$ cat config.mk
export PLATFORM = sky130hd
export DESIGN_NAME = poisson_allocation_sampler
export DESIGN_NICKNAME = d
export VERILOG_FILES = /design/src/rtl/pas_pkg.sv /design/src/rtl/poisson_allocation_sampler.sv
export SDC_FILE = /design/constraint.sdc
export NUM_CORES = 2
export LEC_CHECK = 0
export BUFFER_PORTS_ARGS = -buffer_cell sky130_fd_sc_hd__clkbuf_2
export CORE_MARGIN = 2
export CORE_UTILIZATION = 45
export DETAILED_ROUTE_END_ITERATION = 10
export SLEW_MARGIN = 20
export SYNTH_ARGS = -nofsm -noshare
export SYNTH_HDL_FRONTEND = slang
export SYNTH_SLANG_ARGS = --single-unit
$ cat constraint.sdc
create_clock -name clk -period 23.9 [get_ports clk]
set_clock_uncertainty 0.1 [all_clocks]
set_input_delay 4.78 -clock clk [delete_from_list [all_inputs] [get_ports clk]]
set_output_delay 4.78 -clock clk [all_outputs]
set_load 0.02 [all_outputs]
$ cat src/rtl/pas_pkg.sv
// Package for the Poisson allocation sampler.
// Holds the constants, register indexes and sequencer states; no dependencies.
package pas_pkg;

    localparam int LOG_FRAC_BITS_DEF = 27;

    localparam logic [31:0] MEAN_RESET     = 32'd524288;
    localparam logic [30:0] SEED_RESET     = 31'd1;
    localparam logic [6:0]  OVERHEAD_RESET = 7'd16;

    localparam logic [15:0] PM_MUL  = 16'd48271;
    localparam logic [30:0] PM_MOD  = 31'h7FFFFFFF;
    localparam logic [31:0] LN2_Q32 = 32'd2977044472;
    localparam logic [62:0] WEIGHT_MAX = 63'h7FFFFFFFFFFFFFFF;
    localparam logic [3:0]  GAP_MIN = 4'd8;

    localparam logic [1:0] REG_MEAN     = 2'd0;
    localparam logic [1:0] REG_SEED     = 2'd1;
    localparam logic [1:0] REG_OVERHEAD = 2'd2;

    typedef enum logic [4:0] {
        ST_IDLE,
        ST_CHECK,
        ST_PM_MUL,
        ST_PM_RED,
        ST_NORM,
        ST_SQ_ISSUE,
        ST_SQ_TAKE,
        ST_LN_LO,
        ST_LN_HI,
        ST_LN_SUM,
        ST_GAP_LO,
        ST_GAP_HI,
        ST_GAP_SUM,
        ST_APPLY,
        ST_DIV,
        ST_W_LO,
        ST_W_HI,
        ST_W_SUM,
        ST_DONE
    } pas_state_t;

endpackage

$ cat src/rtl/poisson_allocation_sampler.sv
// Poisson allocation sampler, top level.
// Depends on pas_pkg.
//
// One result word per allocation word. An unsampled allocation (credit still
// negative) goes from ST_CHECK to ST_DONE and into the output register, where
// ST_DONE waits while the output register holds a word not yet taken.
// A sampled one runs a sequencer around a single registered 32x32 multiplier
// and a 32-bit compare/subtract: each gap draw normalizes with up to 30 shifts
// and runs a squaring loop for log2, the divide by the mean is bit-serial over
// the 64-bit credit, and the weight takes two multiplies and a sum. The block
// takes no new word until the current one is in the output register.
module poisson_allocation_sampler
    import pas_pkg::*;
#(
    parameter int LOG_FRAC_BITS = LOG_FRAC_BITS_DEF
) (
    input  logic          clk,
    input  logic          rst_n,
    input  logic          s_tvalid,
    output logic          s_tready,
    input  logic [47:0]   s_tdata,   // alloc_size
    output logic          m_tvalid,
    input  logic          m_tready,
    output logic [111:0]  m_tdata,   // request_size[48:0], weight[111:49]
    output logic [0:0]    m_tuser,   // sampled
    input  logic          cfg_valid,
    output logic          cfg_ready,
    input  logic [1:0]    cfg_index,
    input  logic [31:0]   cfg_data
);

    localparam int FB = LOG_FRAC_BITS;

    pas_state_t state_reg, state_next;

    logic [31:0]   mean_reg;
    logic [6:0]    overhead_reg;
    logic [30:0]   rng_reg, rng_next;
    logic [63:0]   credit_reg, credit_next;
    logic          started_reg, started_next;
    logic          first_reg, first_next;
    logic [47:0]   size_reg, size_next;
    logic [31:0]   m_reg, m_next;
    logic [4:0]    e_reg, e_next;
    logic [FB-1:0] frac_reg, frac_next;
    logic [5:0]    cnt_reg, cnt_next;
    logic [63:0]   acc_reg, acc_next;
    logic [63:0]   nl_reg, nl_next;
    logic [63:0]   v_reg, v_next;
    logic [63:0]   n_reg, n_next;
    logic [63:0]   dvd_reg, dvd_next;
    logic [31:0]   rem_reg, rem_next;
    logic [63:0]   mul_p_reg;
    logic [31:0]   mul_a, mul_b;
    logic          res_sampled_reg, res_sampled_next;
    logic [62:0]   res_weight_reg, res_weight_next;
    logic          out_valid_reg, out_valid_next;
    logic [48:0]   out_size_reg, out_size_next;
    logic [62:0]   out_weight_reg, out_weight_next;
    logic          out_sampled_reg, out_sampled_next;

    logic [31:0]  mean_e;
    logic [36:0]  vmax;
    logic [31:0]  fold;
    logic [30:0]  r_val;
    logic [63:0]  log2r;
    logic [63:0]  nneg;
    logic [63:0]  credit_sub;
    logic [32:0]  rem_sh;
    logic         q_bit;
    logic [95:0]  w_total;
    logic [63:0]  v_sum;

    assign cfg_ready = 1'b1;
    assign s_tready  = (state_reg == ST_IDLE);
    assign m_tvalid  = out_valid_reg;
    assign m_tdata   = {out_weight_reg, out_size_reg};
    assign m_tuser   = out_sampled_reg;

    assign mean_e = (mean_reg == 32'd0) ? 32'd1 : mean_reg;
    assign vmax   = {1'b0, mean_e, 4'd0} + {3'd0, mean_e, 2'd0};
    assign fold   = {1'b0, mul_p_reg[30:0]} + {16'd0, mul_p_reg[46:31]};
    assign r_val  = (fold >= {1'b0, PM_MOD}) ? 31'(fold - {1'b0, PM_MOD}) : fold[30:0];
    assign log2r  = (64'(e_reg) << FB) | 64'(frac_reg);
    assign nneg   = (64'd31 << FB) - log2r;
    assign credit_sub = credit_reg - v_reg;
    assign rem_sh = {rem_reg, dvd_reg[63]};
    assign q_bit  = (rem_sh >= {1'b0, mean_e});
    assign w_total = {32'd0, acc_reg} + {mul_p_reg, 32'd0};
    assign v_sum  = acc_reg + mul_p_reg;

    always_comb
    begin
        state_next       = state_reg;
        rng_next         = rng_reg;
        credit_next      = credit_reg;
        started_next     = started_reg;
        first_next       = first_reg;
        size_next        = size_reg;
        m_next           = m_reg;
        e_next           = e_reg;
        frac_next        = frac_reg;
        cnt_next         = cnt_reg;
        acc_next         = acc_reg;
        nl_next          = nl_reg;
        v_next           = v_reg;
        n_next           = n_reg;
        dvd_next         = dvd_reg;
        rem_next         = rem_reg;
        res_sampled_next = res_sampled_reg;
        res_weight_next  = res_weight_reg;
        out_valid_next   = out_valid_reg;
        out_size_next    = out_size_reg;
        out_weight_next  = out_weight_reg;
        out_sampled_next = out_sampled_reg;
        mul_a            = 32'd0;
        mul_b            = 32'd0;

        if (out_valid_reg && m_tready)
        begin
            out_valid_next = 1'b0;
        end

        unique case (state_reg)
            ST_IDLE:
            begin
                if (s_tvalid)
                begin
                    size_next   = s_tdata;
                    credit_next = credit_reg + 64'(s_tdata);
                    state_next  = ST_CHECK;
                end
            end
            ST_CHECK:
            begin
                res_sampled_next = 1'b0;
                res_weight_next  = 63'd0;
                if (credit_reg[63])
                begin
                    state_next = ST_DONE;
                end
                else if (!started_reg)
                begin
                    first_next = 1'b1;
                    state_next = ST_PM_MUL;
                end
                else
                begin
                    first_next = 1'b0;
                    cnt_next   = 6'd0;
                    dvd_next   = credit_reg;
                    rem_next   = 32'd0;
                    state_next = ST_DIV;
                end
            end
            ST_PM_MUL:
            begin
                mul_a      = {1'b0, rng_reg};
                mul_b      = {16'd0, PM_MUL};
                state_next = ST_PM_RED;
            end
            ST_PM_RED:
            begin
                rng_next = r_val;
                if (r_val == 31'd0)
                begin
                    v_next     = 64'(vmax);
                    state_next = ST_GAP_SUM;
                end
                else
                begin
                    m_next     = {1'b0, r_val};
                    e_next     = 5'd30;
                    state_next = ST_NORM;
                end
            end
            ST_NORM:
            begin
                if (!m_reg[30] && e_reg != 5'd0)
                begin
                    m_next = {m_reg[30:0], 1'b0};
                    e_next = e_reg - 5'd1;
                end
                else
                begin
                    cnt_next   = 6'd0;
                    frac_next  = '0;
                    state_next = ST_SQ_ISSUE;
                end
            end
            ST_SQ_ISSUE:
            begin
                mul_a      = m_reg;
                mul_b      = m_reg;
                state_next = ST_SQ_TAKE;
            end
            ST_SQ_TAKE:
            begin
                frac_next = {frac_reg[FB-2:0], mul_p_reg[61]};
                m_next    = mul_p_reg[61] ? mul_p_reg[62:31] : mul_p_reg[61:30];
                cnt_next  = cnt_reg + 6'd1;
                if (cnt_reg == 6'(FB - 1))
                begin
                    state_next = ST_LN_LO;
                end
                else
                begin
                    state_next = ST_SQ_ISSUE;
                end
            end
            ST_LN_LO:
            begin
                mul_a      = nneg[31:0];
                mul_b      = LN2_Q32;
                state_next = ST_LN_HI;
            end
            ST_LN_HI:
            begin
                acc_next   = {32'd0, mul_p_reg[63:32]};
                mul_a      = nneg[63:32];
                mul_b      = LN2_Q32;
                state_next = ST_LN_SUM;
            end
            ST_LN_SUM:
            begin
                nl_next    = v_sum;
                state_next = ST_GAP_LO;
            end
            ST_GAP_LO:
            begin
                mul_a      = mean_e;
                mul_b      = 32'(nl_reg[FB-1:0]);
                state_next = ST_GAP_HI;
            end
            ST_GAP_HI:
            begin
                acc_next   = mul_p_reg >> FB;
                mul_a      = mean_e;
                mul_b      = 32'(nl_reg >> FB);
                v_next     = 64'd0;
                state_next = ST_GAP_SUM;
            end
            ST_GAP_SUM:
            begin
                priority if (rng_reg == 31'd0 || v_sum > 64'(vmax))
                begin
                    v_next = 64'(vmax);
                end
                else
                begin
                    v_next = v_sum;
                end
                if (rng_reg != 31'd0 && v_sum < 64'(GAP_MIN))
                begin
                    v_next = 64'(GAP_MIN);
                end
                state_next = ST_APPLY;
            end
            ST_APPLY:
            begin
                credit_next = credit_sub;
                if (first_reg)
                begin
                    first_next   = 1'b0;
                    started_next = 1'b1;
                    if (credit_sub[63])
                    begin
                        state_next = ST_DONE;
                    end
                    else
                    begin
                        cnt_next   = 6'd0;
                        dvd_next   = credit_sub;
                        rem_next   = 32'd0;
                        state_next = ST_DIV;
                    end
                end
                else
                begin
                    n_next = n_reg + 64'd1;
                    if (credit_sub[63])
                    begin
                        state_next = ST_W_LO;
                    end
                    else
                    begin
                        state_next = ST_PM_MUL;
                    end
                end
            end
            ST_DIV:
            begin
                rem_next = q_bit ? 32'(rem_sh - {1'b0, mean_e}) : rem_sh[31:0];
                dvd_next = {dvd_reg[62:0], q_bit};
                cnt_next = cnt_reg + 6'd1;
                if (cnt_reg == 6'd63)
                begin
                    credit_next = {32'd0, rem_next};
                    n_next      = dvd_next;
                    state_next  = ST_PM_MUL;
                end
            end
            ST_W_LO:
            begin
                mul_a      = n_reg[31:0];
                mul_b      = mean_e;
                state_next = ST_W_HI;
            end
            ST_W_HI:
            begin
                acc_next   = mul_p_reg;
                mul_a      = n_reg[63:32];
                mul_b      = mean_e;
                state_next = ST_W_SUM;
            end
            ST_W_SUM:
            begin
                res_sampled_next = 1'b1;
                res_weight_next  = (w_total[95:63] != 33'd0) ? WEIGHT_MAX : w_total[62:0];
                state_next       = ST_DONE;
            end
            ST_DONE:
            begin
                if (!out_valid_reg || m_tready)
                begin
                    out_valid_next   = 1'b1;
                    out_sampled_next = res_sampled_reg;
                    out_weight_next  = res_weight_reg;
                    out_size_next    = res_sampled_reg ?
                                       ({1'b0, size_reg} + 49'(overhead_reg)) :
                                       {1'b0, size_reg};
                    state_next       = ST_IDLE;
                end
            end
            default:
            begin
                state_next = ST_IDLE;
            end
        endcase

        if (cfg_valid && cfg_index == REG_SEED)
        begin
            rng_next = cfg_data[30:0];
        end
    end

    always_ff @(posedge clk or negedge rst_n)
    begin
        if (!rst_n)
        begin
            state_reg     <= ST_IDLE;
            mean_reg      <= MEAN_RESET;
            overhead_reg  <= OVERHEAD_RESET;
            rng_reg       <= SEED_RESET;
            credit_reg    <= 64'd0;
            started_reg   <= 1'b0;
            first_reg     <= 1'b0;
            out_valid_reg <= 1'b0;
        end
        else
        begin
            state_reg     <= state_next;
            rng_reg       <= rng_next;
            credit_reg    <= credit_next;
            started_reg   <= started_next;
            first_reg     <= first_next;
            out_valid_reg <= out_valid_next;
            if (cfg_valid && cfg_index == REG_MEAN)
            begin
                mean_reg <= cfg_data;
            end
            if (cfg_valid && cfg_index == REG_OVERHEAD)
            begin
                overhead_reg <= cfg_data[6:0];
            end
        end
    end

    always_ff @(posedge clk)
    begin
        size_reg        <= size_next;
        m_reg           <= m_next;
        e_reg           <= e_next;
        frac_reg        <= frac_next;
        cnt_reg         <= cnt_next;
        acc_reg         <= acc_next;
        nl_reg          <= nl_next;
        v_reg           <= v_next;
        n_reg           <= n_next;
        dvd_reg         <= dvd_next;
        rem_reg         <= rem_next;
        mul_p_reg       <= 64'(mul_a) * 64'(mul_b);
        res_sampled_reg <= res_sampled_next;
        res_weight_reg  <= res_weight_next;
        out_size_reg    <= out_size_next;
        out_weight_reg  <= out_weight_next;
        out_sampled_reg <= out_sampled_next;
    end

endmodule

== Word level (Yosys, flattened, before mapping) ==
Index checks and enable logic that the tools add are counted.
Cells by class
  add/subtract/negate cells: 13
  multiply operators: 1
  divide/modulo/power cells: 0
  magnitude comparators: 4
  equality and inequality tests: 34
  shift-type cells: 0
  muxes and demuxes: 65
  bitwise logic cells: 1
  reductions and logical operators: 47
Operators by type and width (number)
  $pmux 64 s3: 4
  $mux 64: 11
  $mux 32: 9
  $pmux 32 s7: 1
  $pmux 32 s3: 2
  $pmux 32 s6: 1
  $pmux 64 s2: 1
  $pmux 63 s2: 1
  $add 64x96->96: 1
  $pmux 5 s19: 1
  $mux 31: 3
  $add 64x1->64 const B: 1
  $add 64x48->64: 1
  $add 64x64->64: 1
  $gt 64x37->1: 1
  $lt 64x4->1 const B: 1
  $mul 32x32->64: 1
  $sub 64x64->64: 1
  $mux 63: 1
  $logic_not 31->1: 2
  $pmux 27 s2: 1
  $add 48x7->49: 1
  $mux 48: 1
  $mux 5: 9
  other kinds (46): 108
Word-level totals
  register bits after elaboration: 848
  latch bits: 0
  memory bits (writable): 0
  ROM bits: 0
  output and inout bits: 116
  word-level logic and storage cells: 191
  memories: 0

== Logic depth before layout (Yosys ltp) ==
  depth in word-level cells: 8
  depth in mapped cells: 44
  depth with buffers taken out: 41

== Worst setup path before layout ==
OpenSTA, ideal clock, no wires.
  path kind: flip-flop to flip-flop
  from: register state_reg[2]
  to: register dvd_reg[0], enable pin
  setup time: 703 ps
  data arrival time: 13130 ps
  setup slack: 9967 ps
  stages on the path, launching flop included: 5
  clock period less this slack: 13933 ps
  path through: dfrtp_1 > clkbuf_1 > nor3_1 > nand3_1 > a221oi_1
Between the ends
  word-level cells in the longest chain between the ends: 3
  elaborated cells on any way between the ends: 9
RTL lines
  from (decl): line poisson_allocation_sampler.sv:34  | pas_state_t state_reg, state_next;
  from (signal assigned): line poisson_allocation_sampler.sv:362  | state_reg <= state_next;
  $eq 5x4->1 / $eq 5x1->1 (equally long branches): line poisson_allocation_sampler.sv:124  | unique case (state_reg)
  $ne 2x2->1 (no line) / $reduce_bool 3->1 (equally long branches)
  $reduce_and 5->1 (no line) (*)
  to (signal assigned): line poisson_allocation_sampler.sv:390  | dvd_reg <= dvd_next;
  to (decl): line poisson_allocation_sampler.sv:51  | logic [63:0] dvd_reg, dvd_next;
Mark *: on every way between the ends. The rest lies on a longest branch, timed or not.
A chain may end at the register's enable or synchronous reset.

== Worst setup path in the final report ==
  from: register frac_reg[5]
  to: register mul_p_reg[61]
Between the ends
  word-level cells in the longest chain between the ends: 4
RTL lines
  from (decl): line poisson_allocation_sampler.sv:45  | logic [FB-1:0] frac_reg, frac_next;
  from (signal assigned): line poisson_allocation_sampler.sv:384  | frac_reg <= frac_next;
  $or 32x27->32: line poisson_allocation_sampler.sv:84  | assign log2r = (64'(e_reg) << FB) | 64'(frac_reg);
  $sub 32x32->33: line poisson_allocation_sampler.sv:85  | assign nneg = (64'd31 << FB) - log2r;
  $pmux 32 s7: line poisson_allocation_sampler.sv:124
  $mul 32x32->64: line poisson_allocation_sampler.sv:392  | mul_p_reg <= 64'(mul_a) * 64'(mul_b);
  to (signal assigned): line poisson_allocation_sampler.sv:392
  to (decl): line poisson_allocation_sampler.sv:53  | logic [63:0] mul_p_reg;
No other way between the ends.

==> flow_metrics.env <==
export IMPL_antenna_found_initial=21
export IMPL_syn_cell_area_mm2=0.0894
export IMPL_fmax_mhz=77.3
export IMPL_clkTransAtPathRegs_ns=0.06
export IMPL_cp_max_fo=57
export IMPL_path_buf_inv=8
export IMPL_root_buffer="clkbuf_16"
export IMPL_syn_inst=9943
export IMPL_finalMaxSlewViolations=0
export IMPL_start_kind="flop"
export IMPL_grt_pass1_wl_um=529000
export IMPL_rows=163
export IMPL_dp_cells=12500
export IMPL_drive_gt1_share_pct=7.58
export IMPL_tns_ns=0
export IMPL_ctsHtreeMaxLevel=3
export IMPL_yosys_top_cells_count="1301 x inv_1, 1132 x nand2_1, 1007 x nor2_1"
export IMPL_required_ns=24.48
export IMPL_initial_utilization_pct=45.3
export IMPL_ys_flop_type="edfxtp_1"
export IMPL_io_pins=203
export IMPL_layoutNonFillerInstCount=12700
export IMPL_dieArea_mm2=0.202
export IMPL_synth_edff_count=642
export IMPL_grt_usage_pct=35.5
export IMPL_yosys_register_bits=848
export IMPL_worstPathArrival_ns=13.51
export IMPL_dpl_worst_slack_ns=11.37
export IMPL_core_region_area_mm2=0.197
export IMPL_place_congestion=1.07
export IMPL_worst_pin_slew_ns=1.27
export IMPL_clkLatencyLatePin_ns=0.76
export IMPL_yosysSeqAreaShare_pct=27.0
export IMPL_avgSynthCellArea_um2=8.99
export IMPL_status="finished with violations"
export IMPL_critPathCaptureType="flop"
export IMPL_grt_max_degree=65
export IMPL_syn_to_final_growth_pct=8.49
export IMPL_drcViolationCount=24
export IMPL_path_class="flop to flop"
export IMPL_wl_um=364000
export IMPL_dp_hpwl_um=283000
export IMPL_wl_per_cell_um=28.7
export IMPL_tritoncts="done"
export IMPL_hold_viol=0
export IMPL_slowest_delay_ns=0.90
export IMPL_drv_cap=0
export IMPL_nets=11500
export IMPL_grt_pass1_vias=76300
export IMPL_synth_top_cell_area_share_pct=21.6
export IMPL_netlist_top_cells_area="edfxtp_1 22%, fa_1 20%, ha_1 8.2%"
export IMPL_yosys_area_top_type="edfxtp_1"
export IMPL_finalCritPeriodShare_pct=54.1
export IMPL_ctsHoldBuffers=0
export IMPL_dieWidth_um=450
export IMPL_avgViaCountPerCell=6.12
export IMPL_cts_sinks=848
export IMPL_post_route_worst_setup_slack_ns=10.97
export IMPL_die_y_um=450
export IMPL_cp_top_family="adder cells"
export IMPL_postCtsSetupBuffers=0
export IMPL_violations="DRC"
export IMPL_clockBufferDepth=3
export IMPL_maxSlewHeadroom_pct=14.1
export IMPL_fillers=18900
export IMPL_r2r_slack_ns=10.97
export IMPL_cts_made_buffers=96
export IMPL_synth_cell_types=109
export IMPL_period_needed_ns=12.93
export IMPL_post_cts_resized=0
export IMPL_postRouteAntennaNets=0
export IMPL_grt_overflow=0
export IMPL_yosysMostFrequentCell="inv_1"
export IMPL_initialDrtViolationCount=9797
export IMPL_rsz0062_at_grt="false"
export IMPL_min_path_type="flop to flop"
export IMPL_finalInstanceArea_mm2=0.0970
export IMPL_setup_viol=0
export IMPL_crit_path_top_delay_cell="a211oi_1"
export IMPL_dpl_instance_area_mm2=0.0939
export IMPL_num_vias=77700
export IMPL_first_pass_iters=11
export IMPL_async_reset_ff_share_pct=16.7
export IMPL_ys_warn_count=0
export IMPL_port_buffers=201
[placed cells by master (no fill, tap or decap), types with 34 or more instances in the layout]
master	netlist	final
xnor2_1	298	298
o211ai_1	67	67
o21ai_0	388	387
clkbuf_2	0	200
nand3_1	218	213
ha_1	588	588
o221ai_1	34	34
a21o_1	233	233
mux2i_1	59	59
a31oi_1	68	68
nand2_1	1132	1128
buf_4	4	236
a211oi_1	46	43
dfrtp_1	139	139
o21bai_1	51	51
dfxtp_1	64	63
or3_1	44	44
nand2b_1	64	62
fa_1	904	904
a21oi_1	529	521
o21a_1	52	52
nor3_1	164	158
a41oi_1	35	35
and2_1	73	72
a222oi_1	62	62
inv_1	1301	1300
nor2b_1	67	65
nor2_1	1007	997
nor4_1	47	46
nand4_1	117	117
xor2_1	168	168
edfxtp_1	642	642
clkbuf_16	0	101
and3_1	156	156
[kinds of logic (layout without fill, tap and decap cells)]
kind of cell | count (synthesis) | in the layout | share of synthesized area (%)
muxes | 77 | 77 | 0.887
adders and majority gates | 1494 | 1494 | 28.5
buffers and inverters | 1843 | 1923 | 7.82
other | 2 | 35 | 0.00840
and+or+nand+nor | 3232 | 3232 | 16.4
xor gates and xnor gates | 466 | 466 | 4.56
AOI/OAI and AO/OA | 1981 | 1981 | 14.9
DFF | 848 | 848 | 27.0
[final timing paths]
kind / cells after the start / to / from
max: 39 / mul_p_reg[61] / frac_reg[5]
min: 0 / out_weight_reg[22] / res_weight_reg[22]
max reg2reg: 39 / mul_p_reg[61] / frac_reg[5]
min reg2reg: 0 / out_weight_reg[22] / res_weight_reg[22]
max in group asynchronous: 2 / mean_reg[5] / rst_n
min in group asynchronous: 1 / credit_reg[58] / rst_n
[layout make-up]
type                    count  area (µm²)  share of cell area, %
inverters                1303        4890                   5.04
clock buffers             134        2740                   2.82
multi-input cells        7278       58700                   60.5
well taps                2640        3300                   3.40
clock inverters            45         389                  0.401
flip-flops and latches    848       24100                   24.9
repair buffers            441        2860                   2.94
diodes                      7        17.5                 0.0181
[metal layers]
metal | GRT usage [%] | vias to the layer above | part of all wire, %
met4 | 19.1 | 22 | 6.8
met3 | 9.88 | 903 | 11
li1 | - | 33800 | -
met1 | 48.8 | 38600 | 41
met2 | 50.6 | 4422 | 41
met5 | 0 | - | 0.044
[per-stage QoR]
step                      util (%)  hold WS, ns
final                         49.1        0.320
after global routing          49.1        0.320
after CTS                     49.1        0.316
after detailed placement      47.5        0.305
after global placement        47.5        0.306
after floorplan                  -        0.300
Power is not shown: default switching activity piles up to over one toggle a cycle in this logic, so the estimate is an artifact.
